### config.mk
export PLATFORM = sky130hd
export DESIGN_NAME = least_loaded_slot_allocator
export DESIGN_NICKNAME = d
export VERILOG_FILES = /design/src/rtl/llsa_pkg.sv /design/src/rtl/llsa_ctrl.sv /design/src/rtl/llsa_datapath.sv /design/src/rtl/least_loaded_slot_allocator.sv
export VERILOG_INCLUDE_DIRS = /design/src /design/src/rtl
export SDC_FILE = /design/constraint.sdc
export NUM_CORES = 2
export LEC_CHECK = 0
export ABC_AREA = 1
export BUFFER_PORTS_ARGS = -buffer_cell sky130_fd_sc_hd__buf_2
export CAP_MARGIN = 30
export CORE_UTILIZATION = 35
export DETAILED_ROUTE_END_ITERATION = 8
export GPL_TIMING_DRIVEN = 0
export PLACE_DENSITY = 0.46
export SLEW_MARGIN = 25
export SYNTH_ARGS = -nofsm -noshare
export SYNTH_HDL_FRONTEND = slang
export SYNTH_SLANG_ARGS = --single-unit
### constraint.sdc
create_clock -name clk -period 5.9 [get_ports clk]
set_clock_uncertainty 0.1 [all_clocks]
set_input_delay 1.18 -clock clk [delete_from_list [all_inputs] [get_ports clk]]
set_output_delay 1.18 -clock clk [all_outputs]
set_load 0.01 [all_outputs]
### src/rtl/least_loaded_slot_allocator_assert.svh
// assertion helpers for the slot allocator, clocked on clk, off during rst
`ifndef LEAST_LOADED_SLOT_ALLOCATOR_ASSERT_SVH
`define LEAST_LOADED_SLOT_ALLOCATOR_ASSERT_SVH

// same-cycle implication
`define LLSA_ASSERT_SAME(label, ante, cons, msg) \
  label: assert property (@(posedge clk) disable iff (rst) (ante) |-> (cons)) else $error(msg);

// next-cycle implication
`define LLSA_ASSERT_NEXT(label, ante, cons, msg) \
  label: assert property (@(posedge clk) disable iff (rst) (ante) |=> (cons)) else $error(msg);

`endif

### src/rtl/llsa_pkg.sv
// ----------------------------------------------------------------------------
// llsa_pkg
// Shared codes, state type and controller/datapath interface structs for the
// least-loaded slot allocator.
// ----------------------------------------------------------------------------
`default_nettype none

package llsa_pkg;

  // request kinds
  localparam logic [2:0] REQ_ALLOC     = 3'd0;
  localparam logic [2:0] REQ_RELEASE   = 3'd1;
  localparam logic [2:0] REQ_ADD       = 3'd2;
  localparam logic [2:0] REQ_REMOVE    = 3'd3;
  localparam logic [2:0] REQ_HEARTBEAT = 3'd4;

  // result status
  localparam logic [2:0] STAT_OK        = 3'd0;
  localparam logic [2:0] STAT_NO_SERVER = 3'd1;
  localparam logic [2:0] STAT_NO_SLOT   = 3'd2;
  localparam logic [2:0] STAT_MISMATCH  = 3'd3;
  localparam logic [2:0] STAT_BAD_ID    = 3'd4;

  typedef enum logic [1:0] {
    S_IDLE,
    S_SCAN,
    S_FIND,
    S_RESP
  } llsa_state_t;

  typedef struct packed {
    logic load;
    logic scan_step;
    logic find_step;
    logic commit;
  } llsa_cmd_t;

  typedef struct packed {
    logic is_alloc;
    logic scan_last;
    logic best_found;
    logic slot_hit;
    logic chunk_last;
    logic out_free;
  } llsa_sts_t;

endpackage

`default_nettype wire

### src/rtl/llsa_ctrl.sv
// ----------------------------------------------------------------------------
// llsa_ctrl
// Request sequencer: accept, server scan, free-slot search, commit.
// ----------------------------------------------------------------------------
`default_nettype none

module llsa_ctrl
  import llsa_pkg::*;
(
  input  wire logic      clk,
  input  wire logic      rst,
  input  wire logic      in_valid,
  output logic           in_ready,
  input  wire llsa_sts_t sts,
  output llsa_cmd_t      cmd
);

  llsa_state_t state;
  llsa_state_t state_next;

  always_ff @(posedge clk) begin
    if (rst) begin
      state <= S_IDLE;
    end else begin
      state <= state_next;
    end
  end

  always_comb begin
    cmd        = '0;
    in_ready   = 1'b0;
    state_next = state;
    unique case (state)
      S_IDLE: begin
        in_ready = 1'b1;
        if (in_valid) begin
          cmd.load   = 1'b1;
          state_next = S_SCAN;
        end
      end
      S_SCAN: begin
        // non-alloc requests go straight to commit
        if (!sts.is_alloc) begin
          state_next = S_RESP;
        end else begin
          cmd.scan_step = 1'b1;
          if (sts.scan_last) begin
            state_next = S_FIND;
          end
        end
      end
      S_FIND: begin
        if (!sts.best_found) begin
          state_next = S_RESP;
        end else begin
          cmd.find_step = 1'b1;
          if (sts.slot_hit || sts.chunk_last) begin
            state_next = S_RESP;
          end
        end
      end
      S_RESP: begin
        if (sts.out_free) begin
          cmd.commit = 1'b1;
          state_next = S_IDLE;
        end
      end
      default: begin
        state_next = S_IDLE;
      end
    endcase
  end

endmodule

`default_nettype wire

### src/rtl/llsa_datapath.sv
// ----------------------------------------------------------------------------
// llsa_datapath
// Server table, request context, min-count scan, chunked free-slot search
// and the result register.
// ----------------------------------------------------------------------------
`default_nettype none

`include "least_loaded_slot_allocator_assert.svh"

module llsa_datapath
  import llsa_pkg::*;
#(
  parameter int NUM_SERVERS      = 8,
  parameter int SLOTS_PER_SERVER = 32
) (
  input  wire logic        clk,
  input  wire logic        rst,
  input  wire logic        cfg_wr_en,
  input  wire logic [15:0] cfg_wr_data,
  input  wire logic [2:0]  req_type,
  input  wire logic [15:0] server_id,
  input  wire logic [4:0]  slot_index,
  input  wire logic [31:0] ip_addr,
  input  wire logic [15:0] port_num,
  input  wire logic [31:0] now_time,
  input  wire llsa_cmd_t   cmd,
  output llsa_sts_t        sts,
  input  wire logic        out_ready,
  output logic             out_valid,
  output logic             ok,
  output logic [2:0]       status,
  output logic [2:0]       granted_server,
  output logic [4:0]       granted_slot,
  output logic [31:0]      granted_ip,
  output logic [15:0]      granted_port
);

  localparam int IDX_W   = $clog2(NUM_SERVERS);
  localparam int SLOT_W  = $clog2(SLOTS_PER_SERVER);
  localparam int CNT_W   = $clog2(SLOTS_PER_SERVER + 1);
  localparam int ADDR_W  = IDX_W + SLOT_W;
  localparam int SCAN_W  = 8;
  localparam int SEL_W   = $clog2(SCAN_W);
  localparam int NCHUNK  = (SLOTS_PER_SERVER + SCAN_W - 1) / SCAN_W;
  localparam int CH_W    = (NCHUNK > 1) ? $clog2(NCHUNK) : 1;
  localparam int PAD_W   = NCHUNK * SCAN_W;

  // configuration
  logic [15:0] server_id_base;

  // request context
  logic [2:0]       req_q;
  logic [IDX_W-1:0] sidx_q;
  logic             bad_q;
  logic [4:0]       slot_q;
  logic [31:0]      ip_q;
  logic [15:0]      port_q;
  logic [31:0]      now_q;

  // server table
  logic [NUM_SERVERS-1:0]      online;
  logic [CNT_W-1:0]            conn_count     [NUM_SERVERS];
  logic [SLOTS_PER_SERVER-1:0] slot_used      [NUM_SERVERS];
  logic [31:0]                 server_ip      [NUM_SERVERS];
  logic [15:0]                 server_port    [NUM_SERVERS];
  logic [31:0]                 heartbeat_time [NUM_SERVERS];
  logic [31:0]                 slot_stamp     [2**ADDR_W];

  // search state
  logic [IDX_W-1:0]  scan_idx;
  logic [IDX_W-1:0]  best;
  logic [CNT_W-1:0]  best_count;
  logic              found;
  logic [CH_W-1:0]   chunk;
  logic              slot_hit_q;
  logic [SLOT_W-1:0] slot_sel;

  // shared table read port
  logic [IDX_W-1:0]            rd_idx;
  logic                        rd_online;
  logic [CNT_W-1:0]            rd_count;
  logic [SLOTS_PER_SERVER-1:0] rd_used;
  logic [31:0]                 rd_ip;
  logic [15:0]                 rd_port;
  logic                        addr_match;

  logic [15:0]       sdiff;
  logic [PAD_W-1:0]  padded;
  logic [SCAN_W-1:0] free_bits;
  logic              chunk_hit;
  logic [SEL_W-1:0]  free_sel;
  logic [SLOT_W-1:0] rel_bit;

  logic       res_ok;
  logic [2:0] res_st;
  logic       do_alloc;
  logic       do_release;
  logic       do_add;
  logic       do_remove;
  logic       do_hb;

  assign sdiff   = server_id - server_id_base;
  assign rel_bit = SLOT_W'(slot_q);

  always_comb begin
    if (cmd.scan_step) begin
      rd_idx = scan_idx;
    end else if (req_q == REQ_ALLOC) begin
      rd_idx = best;
    end else begin
      rd_idx = sidx_q;
    end
  end

  assign rd_online  = online[rd_idx];
  assign rd_count   = conn_count[rd_idx];
  assign rd_used    = slot_used[rd_idx];
  assign rd_ip      = server_ip[rd_idx];
  assign rd_port    = server_port[rd_idx];
  assign addr_match = (rd_ip == ip_q) && (rd_port == port_q);

  // slot map padded with used bits past the last real slot
  always_comb begin
    padded                         = '1;
    padded[SLOTS_PER_SERVER-1:0]   = rd_used;
    free_bits                      = ~padded[int'(chunk) * SCAN_W +: SCAN_W];
    chunk_hit                      = |free_bits;
    free_sel                       = '0;
    for (int b = SCAN_W - 1; b >= 0; b--) begin
      if (free_bits[b]) begin
        free_sel = SEL_W'(b);
      end
    end
  end

  always_comb begin
    sts.is_alloc   = (req_q == REQ_ALLOC);
    sts.scan_last  = (scan_idx == IDX_W'(NUM_SERVERS - 1));
    sts.best_found = found;
    sts.slot_hit   = chunk_hit;
    sts.chunk_last = (chunk == CH_W'(NCHUNK - 1));
    sts.out_free   = !out_valid || out_ready;
  end

  // result and table action for the pending request
  always_comb begin
    res_ok     = 1'b0;
    res_st     = STAT_BAD_ID;
    do_alloc   = 1'b0;
    do_release = 1'b0;
    do_add     = 1'b0;
    do_remove  = 1'b0;
    do_hb      = 1'b0;
    if (req_q == REQ_ALLOC) begin
      if (!found) begin
        res_st = STAT_NO_SERVER;
      end else if (!slot_hit_q) begin
        res_st = STAT_NO_SLOT;
      end else begin
        res_ok   = 1'b1;
        res_st   = STAT_OK;
        do_alloc = 1'b1;
      end
    end else if (!bad_q) begin
      unique case (req_q)
        REQ_RELEASE: begin
          if (int'(slot_q) < SLOTS_PER_SERVER) begin
            res_ok     = 1'b1;
            res_st     = STAT_OK;
            do_release = 1'b1;
          end
        end
        REQ_ADD: begin
          if (rd_online && !addr_match) begin
            res_st = STAT_MISMATCH;
          end else begin
            res_ok = 1'b1;
            res_st = STAT_OK;
            do_add = 1'b1;
          end
        end
        REQ_REMOVE: begin
          res_ok    = 1'b1;
          res_st    = STAT_OK;
          do_remove = 1'b1;
        end
        REQ_HEARTBEAT: begin
          if (!rd_online) begin
            res_st = STAT_BAD_ID;
          end else if (!addr_match) begin
            res_st = STAT_MISMATCH;
          end else begin
            res_ok = 1'b1;
            res_st = STAT_OK;
            do_hb  = 1'b1;
          end
        end
        default: begin
          res_st = STAT_BAD_ID;
        end
      endcase
    end
  end

  always_ff @(posedge clk) begin
    if (rst) begin
      server_id_base <= '0;
    end else if (cfg_wr_en) begin
      server_id_base <= cfg_wr_data;
    end
  end

  always_ff @(posedge clk) begin
    if (cmd.load) begin
      req_q      <= req_type;
      sidx_q     <= sdiff[IDX_W-1:0];
      bad_q      <= (sdiff >= 16'(NUM_SERVERS));
      slot_q     <= slot_index;
      ip_q       <= ip_addr;
      port_q     <= port_num;
      now_q      <= now_time;
      scan_idx   <= '0;
      best       <= '0;
      best_count <= CNT_W'(SLOTS_PER_SERVER);
      chunk      <= '0;
      slot_sel   <= '0;
    end else begin
      if (cmd.scan_step) begin
        if (rd_online && (rd_count < best_count)) begin
          best       <= scan_idx;
          best_count <= rd_count;
        end
        scan_idx <= scan_idx + 1'b1;
      end
      if (cmd.find_step) begin
        if (chunk_hit) begin
          slot_sel <= SLOT_W'({chunk, free_sel});
        end
        chunk <= chunk + 1'b1;
      end
    end
  end

  always_ff @(posedge clk) begin
    if (rst) begin
      found      <= 1'b0;
      slot_hit_q <= 1'b0;
    end else if (cmd.load) begin
      found      <= 1'b0;
      slot_hit_q <= 1'b0;
    end else begin
      if (cmd.scan_step && rd_online && (rd_count < best_count)) begin
        found <= 1'b1;
      end
      if (cmd.find_step && chunk_hit) begin
        slot_hit_q <= 1'b1;
      end
    end
  end

  // table entries that reset clears
  always_ff @(posedge clk) begin
    if (rst) begin
      online         <= '0;
      conn_count     <= '{default: '0};
      slot_used      <= '{default: '0};
      heartbeat_time <= '{default: '0};
    end else if (cmd.commit) begin
      if (do_alloc) begin
        slot_used[rd_idx][slot_sel] <= 1'b1;
        conn_count[rd_idx]          <= rd_count + 1'b1;
      end
      if (do_release) begin
        slot_used[rd_idx][rel_bit] <= 1'b0;
        if (rd_count != '0) begin
          conn_count[rd_idx] <= rd_count - 1'b1;
        end
      end
      if (do_add) begin
        online[rd_idx]     <= 1'b1;
        conn_count[rd_idx] <= '0;
      end
      if (do_remove) begin
        online[rd_idx]     <= 1'b0;
        conn_count[rd_idx] <= '0;
      end
      if (do_hb) begin
        heartbeat_time[rd_idx] <= now_q;
      end
    end
  end

  // address entries, valid only once an add has written them
  always_ff @(posedge clk) begin
    if (cmd.commit && do_add) begin
      server_ip[rd_idx]   <= ip_q;
      server_port[rd_idx] <= port_q;
    end
  end

  always_ff @(posedge clk) begin
    if (cmd.commit && do_alloc) begin
      slot_stamp[{rd_idx, slot_sel}] <= now_q;
    end
  end

  // result register
  always_ff @(posedge clk) begin
    if (rst) begin
      out_valid <= 1'b0;
    end else if (cmd.commit) begin
      out_valid <= 1'b1;
    end else if (out_ready) begin
      out_valid <= 1'b0;
    end
  end

  always_ff @(posedge clk) begin
    if (cmd.commit) begin
      ok     <= res_ok;
      status <= res_st;
      if (do_alloc) begin
        granted_server <= 3'(best);
        granted_slot   <= 5'(slot_sel);
        granted_ip     <= rd_ip;
        granted_port   <= rd_port;
      end else begin
        granted_server <= '0;
        granted_slot   <= '0;
        granted_ip     <= '0;
        granted_port   <= '0;
      end
    end
  end

  `LLSA_ASSERT_NEXT(a_commit_shows_word, cmd.commit, out_valid, "committed word not presented")
  `LLSA_ASSERT_SAME(a_best_below_limit, found, best_count < CNT_W'(SLOTS_PER_SERVER), "best count at limit")
  `LLSA_ASSERT_SAME(a_find_needs_server, cmd.find_step, found, "slot search without a chosen server")

endmodule

`default_nettype wire

### src/rtl/least_loaded_slot_allocator.sv
// ----------------------------------------------------------------------------
// least_loaded_slot_allocator
// Least-connections server table with per-server slot maps.
// ----------------------------------------------------------------------------
// One request word in, one result word out. Add, remove, heartbeat and
// release skip both searches. Alloc runs the lowest-count search, which
// reads one server entry per cycle over the shared table port, and, if a
// server is found, the free-slot search, which checks eight slot bits per
// cycle. One request is in flight at a time; the result register lets the
// next request be accepted while a result waits. Non-alloc requests with an
// id whose offset from server_id_base is past the table, or with an unknown
// kind, return status 4 and leave the table alone.
// ----------------------------------------------------------------------------
`default_nettype none

module least_loaded_slot_allocator
  import llsa_pkg::*;
#(
  parameter int NUM_SERVERS      = 8,
  parameter int SLOTS_PER_SERVER = 32
) (
  input  wire logic        clk,
  input  wire logic        rst,
  input  wire logic        cfg_wr_en,
  input  wire logic [15:0] cfg_wr_data,
  input  wire logic        in_valid,
  output logic             in_ready,
  input  wire logic [2:0]  req_type,
  input  wire logic [15:0] server_id,
  input  wire logic [4:0]  slot_index,
  input  wire logic [31:0] ip_addr,
  input  wire logic [15:0] port_num,
  input  wire logic [31:0] now_time,
  output logic             out_valid,
  input  wire logic        out_ready,
  output logic             ok,
  output logic [2:0]       status,
  output logic [2:0]       granted_server,
  output logic [4:0]       granted_slot,
  output logic [31:0]      granted_ip,
  output logic [15:0]      granted_port
);

  llsa_cmd_t cmd;
  llsa_sts_t sts;

  llsa_ctrl u_ctrl (
    .clk      (clk),
    .rst      (rst),
    .in_valid (in_valid),
    .in_ready (in_ready),
    .sts      (sts),
    .cmd      (cmd)
  );

  llsa_datapath #(
    .NUM_SERVERS      (NUM_SERVERS),
    .SLOTS_PER_SERVER (SLOTS_PER_SERVER)
  ) u_datapath (
    .clk            (clk),
    .rst            (rst),
    .cfg_wr_en      (cfg_wr_en),
    .cfg_wr_data    (cfg_wr_data),
    .req_type       (req_type),
    .server_id      (server_id),
    .slot_index     (slot_index),
    .ip_addr        (ip_addr),
    .port_num       (port_num),
    .now_time       (now_time),
    .cmd            (cmd),
    .sts            (sts),
    .out_ready      (out_ready),
    .out_valid      (out_valid),
    .ok             (ok),
    .status         (status),
    .granted_server (granted_server),
    .granted_slot   (granted_slot),
    .granted_ip     (granted_ip),
    .granted_port   (granted_port)
  );

endmodule

`default_nettype wire
==> impl_metrics.ini <==
[run_status]
outcome = completed

[yosys]
syn_inst = 4735
ys_types = 56
synth_top_family_by_area = simple AND/OR/NAND/NOR gates
synth_edf_count = 504
ys.flop_type = edfxtp_1
synthXorXnorAreaFrac_pct = 0.349
postSynthAreaPerCell_sq_um = 8.48
synthesis.area_sq_um = 40200
synth-simple-area-share_pct = 20.3
synth_seq_cells = 856
synth_nets = 4891
synth_warnings = 0
synthAdderAreaFrac_pct = 0.984
synth_mux_area_share_pct = 0
synth_async_sr_flop_share_pct = 0
ys_seq_area_share_pct = 55.2
synth-compound-area-share_pct = 14.3

[detailed_routing]
vias = 35903
dr.pass1.iters = 8
wirelength_um = 169000
avgViaCountPerCell = 5.43
drtIter0Drc = 3966
wl_per_cell_um = 25.6
ant_nets = 0
drc = 0

[finish]
syn2layout_area_growth_pct = 16.1
layout_common_cells = nand2_1, inv_1, edfxtp_1, dfxtp_1, o21ai_0
postLayoutCoreUtil_pct = 41.2
layout_commonest_cell = nand2_1
multi_input_area_sq_um = 14500
nets = 5183
drive_gt1_share_pct = 10.0
final_area_sq_um = 46600
fillCellCount = 11506
seqCellArea_sq_um = 22200

[critical_path]
crit_chain = inv_2, nand2_4, nand2_2, nand3_2, buf_4, buf_2, nand2_1, buf_2, nor2_1, clkbuf_1, nand2_1, inv_6, buf_12
crit_path_max_incr_delay_ns = 0.84
path_delay_family = buffers and inverters
rrSetupSlack_ns = 0.20
path_max_fanout = 25
critPathSlowestCell = nor2_1
worstPathRequired_ns = 6.16
cp.arrival_ns = 5.96
regToRegStartpoint = u_datapath.req_q[2]
r2r_end = u_datapath.server_ip[2][3]
worstSetupStartpointType = register
endpoint_kind = register
critical_path_class = reg -> reg
worst-path-buf-inv = 7
reg2regPathDepth = 13
startpoint = u_datapath.req_q[2]

[floorplanning]
io_pins = 187
start_util_pct = 35.5
die_h_um = 341
die-area_sq_um = 116000
core_area_sq_um = 113000
fp.dieW_um = 341
rows = 123

[power_and_ir_drop]
peakVddDrop_v = 0.000272
power_density_nw_per_um2 = 443
p_leak_uw = 0.0190

[sta]
hold_viol_final = 0
finalCritPeriodShare_pct = 96.6
fin_setup_tns_ns = 0
min_period_ns = 5.70
rsz0062_at_grt = false
tightest_slew_ns = 1.14
slew_violations = 0
max_slew_margin_pct = 23.7
setup_viol = 0
fmax_ghz = 0.176

[clocking]
tritoncts = built
h-tree-depth = 3
cts_buffer_depth = 3
cts_resized = 0
cts_buffers = 99
clkLatencyLatePin_ns = 0.72
cts_setup_buffers = 0
hold_buffers = 0
clk_pin_slew_ns = 0.06
root_buffer = clkbuf_16
cts.sinks = 856

[placed_design]
dp_hpwl_um = 115000
placed_cell_area_sq_um = 43300
gp_congestion = 0.988
numPortBuffers = 153

[worst_hold_path]
holdPathEnd = u_datapath.online[3]
min_path_type = reg -> reg
min_path_cells = 2
hold_start = u_datapath.online[3]

[global_route]
overflow = 0
antenna_found_initial = 6
grt_pass1_vias = 33196
grt_first_pass_wirelength_um = 239000
grt_max_degree = 41
grt_use_total_pct = 28.5

[run]
timing.max_cap.violations = 0
## worst min-delay path: cells and delay by family, from the launching register on
kind | cells | cell delay, ns
compound gates | 1 | 0.05
buf+inv | 1 | 0.05
flops | 1 | 0.31
## report_power, final
part | switching, uW | internal, uW | leakage [uW]
logic | 5490 | 1760 | 0.0100
registers | 375 | 6760 | 0.00742
clock network | 2650 | 3630 | 0.00158
## logic make-up (layout without fill, tap and decap cells)
group | count (synthesis) | count (layout)
xor+xnor | 16 | 16
buf+inv | 898 | 1274
compound gates | 968 | 968
flops | 856 | 856
fa+ha+maj | 31 | 31
other cells | 0 | 1
simple gates | 1966 | 1966
## flip-flops by register name (all words and copies together) (netlist names), 5 cells and up, named ones only
signal                     flops
u_datapath.server_port       128
u_datapath.slot_used         256
u_datapath.port_q             16
u_datapath.best_count          6
u_datapath.conn_count         48
u_datapath.rel_bit             5
u_datapath.granted_ip         32
u_datapath.slot_sel            5
u_datapath.server_id_base     16
u_datapath.granted_port       16
u_datapath.ip_q               32
u_datapath.server_ip         256
u_datapath.online              7
u_datapath.granted_slot        5
## metrics by stage
| stage | hold WS, ns | setup slack, ns | total power [uW] | cells |
|---|---|---|---|---|
| after floorplan | 0.326 | 1.76 | 11100 | 4735 |
| after global routing | 0.365 | 0.117 | 21500 | 6611 |
| after detailed placement | 0.339 | 0.278 | 14300 | 6419 |
| final | 0.348 | 0.203 | 20700 | 6612 |
| after global placement | 0.337 | -2.01 | 14200 | 6388 |
| after CTS | 0.348 | 0.250 | 20500 | 6604 |
## cell type report
cell class | instances | share of cell area (%)
timing repair buffer | 191 | 2.72
clock buffer | 139 | 5.94
antenna | 1 | 0.00536
sequential | 856 | 47.6
tap | 1500 | 4.02
buffer | 258 | 2.51
inverter | 640 | 5.24
clock inverter | 46 | 0.992
multi-input combinational | 2981 | 31.0
## synthesized netlist by cell type, drive strengths merged (2+ instances only)
| library cell | number | area share [%] |
|---|---|---|
| clkinv | 3 | 0.031 |
| o211ai | 11 | 0.21 |
| a22oi | 3 | 0.056 |
| o22ai | 59 | 0.92 |
| a211oi | 138 | 2.6 |
| dfxtp | 352 | 18 |
| nor3 | 96 | 1.2 |
| nand3b | 14 | 0.26 |
| xor2 | 13 | 0.28 |
| a21boi | 4 | 0.075 |
| nor4 | 3 | 0.047 |
| edfxtp | 504 | 38 |
| nand4 | 122 | 2.0 |
| a221oi | 98 | 2.1 |
| buf | 109 | 1.5 |
| nor2 | 292 | 2.9 |
| o21ai | 337 | 4.2 |
| or2 | 4 | 0.062 |
| o22a | 2 | 0.044 |
| clkbuf | 149 | 1.4 |
| inv | 637 | 6.0 |
| nand2 | 1347 | 13 |
| nand3 | 87 | 1.1 |
| xnor2 | 3 | 0.065 |
| o21bai | 3 | 0.056 |
| a31oi | 3 | 0.047 |
| ha | 30 | 0.93 |
| o31ai | 2 | 0.037 |
| a21oi | 300 | 3.7 |
| o21a | 3 | 0.056 |
## metal layers
metal	vias to the layer above	GRT usage [%]	part of all wire [%]
met5	-	0	0.013
met4	4	9.93	3.6
met3	318	5.44	8.9
met2	1688	43.1	43
met1	17394	40.4	44
li1	16499	-	-
## how the worst max path moves through the flow
stage                                    to  cells past startpoint
6_report         u_datapath.server_ip[2][3]                     13
5_1_grt          u_datapath.server_ip[2][3]                     21
4_1_cts          u_datapath.server_ip[2][3]                     12
3_5_place_dp   u_datapath.server_port[2][4]                     12
3_3_place_gp   u_datapath.server_port[5][0]                     14
2_1_floorplan      u_datapath.granted_ip[0]                      6
Note: power is estimated with default switching activity, not from simulation.
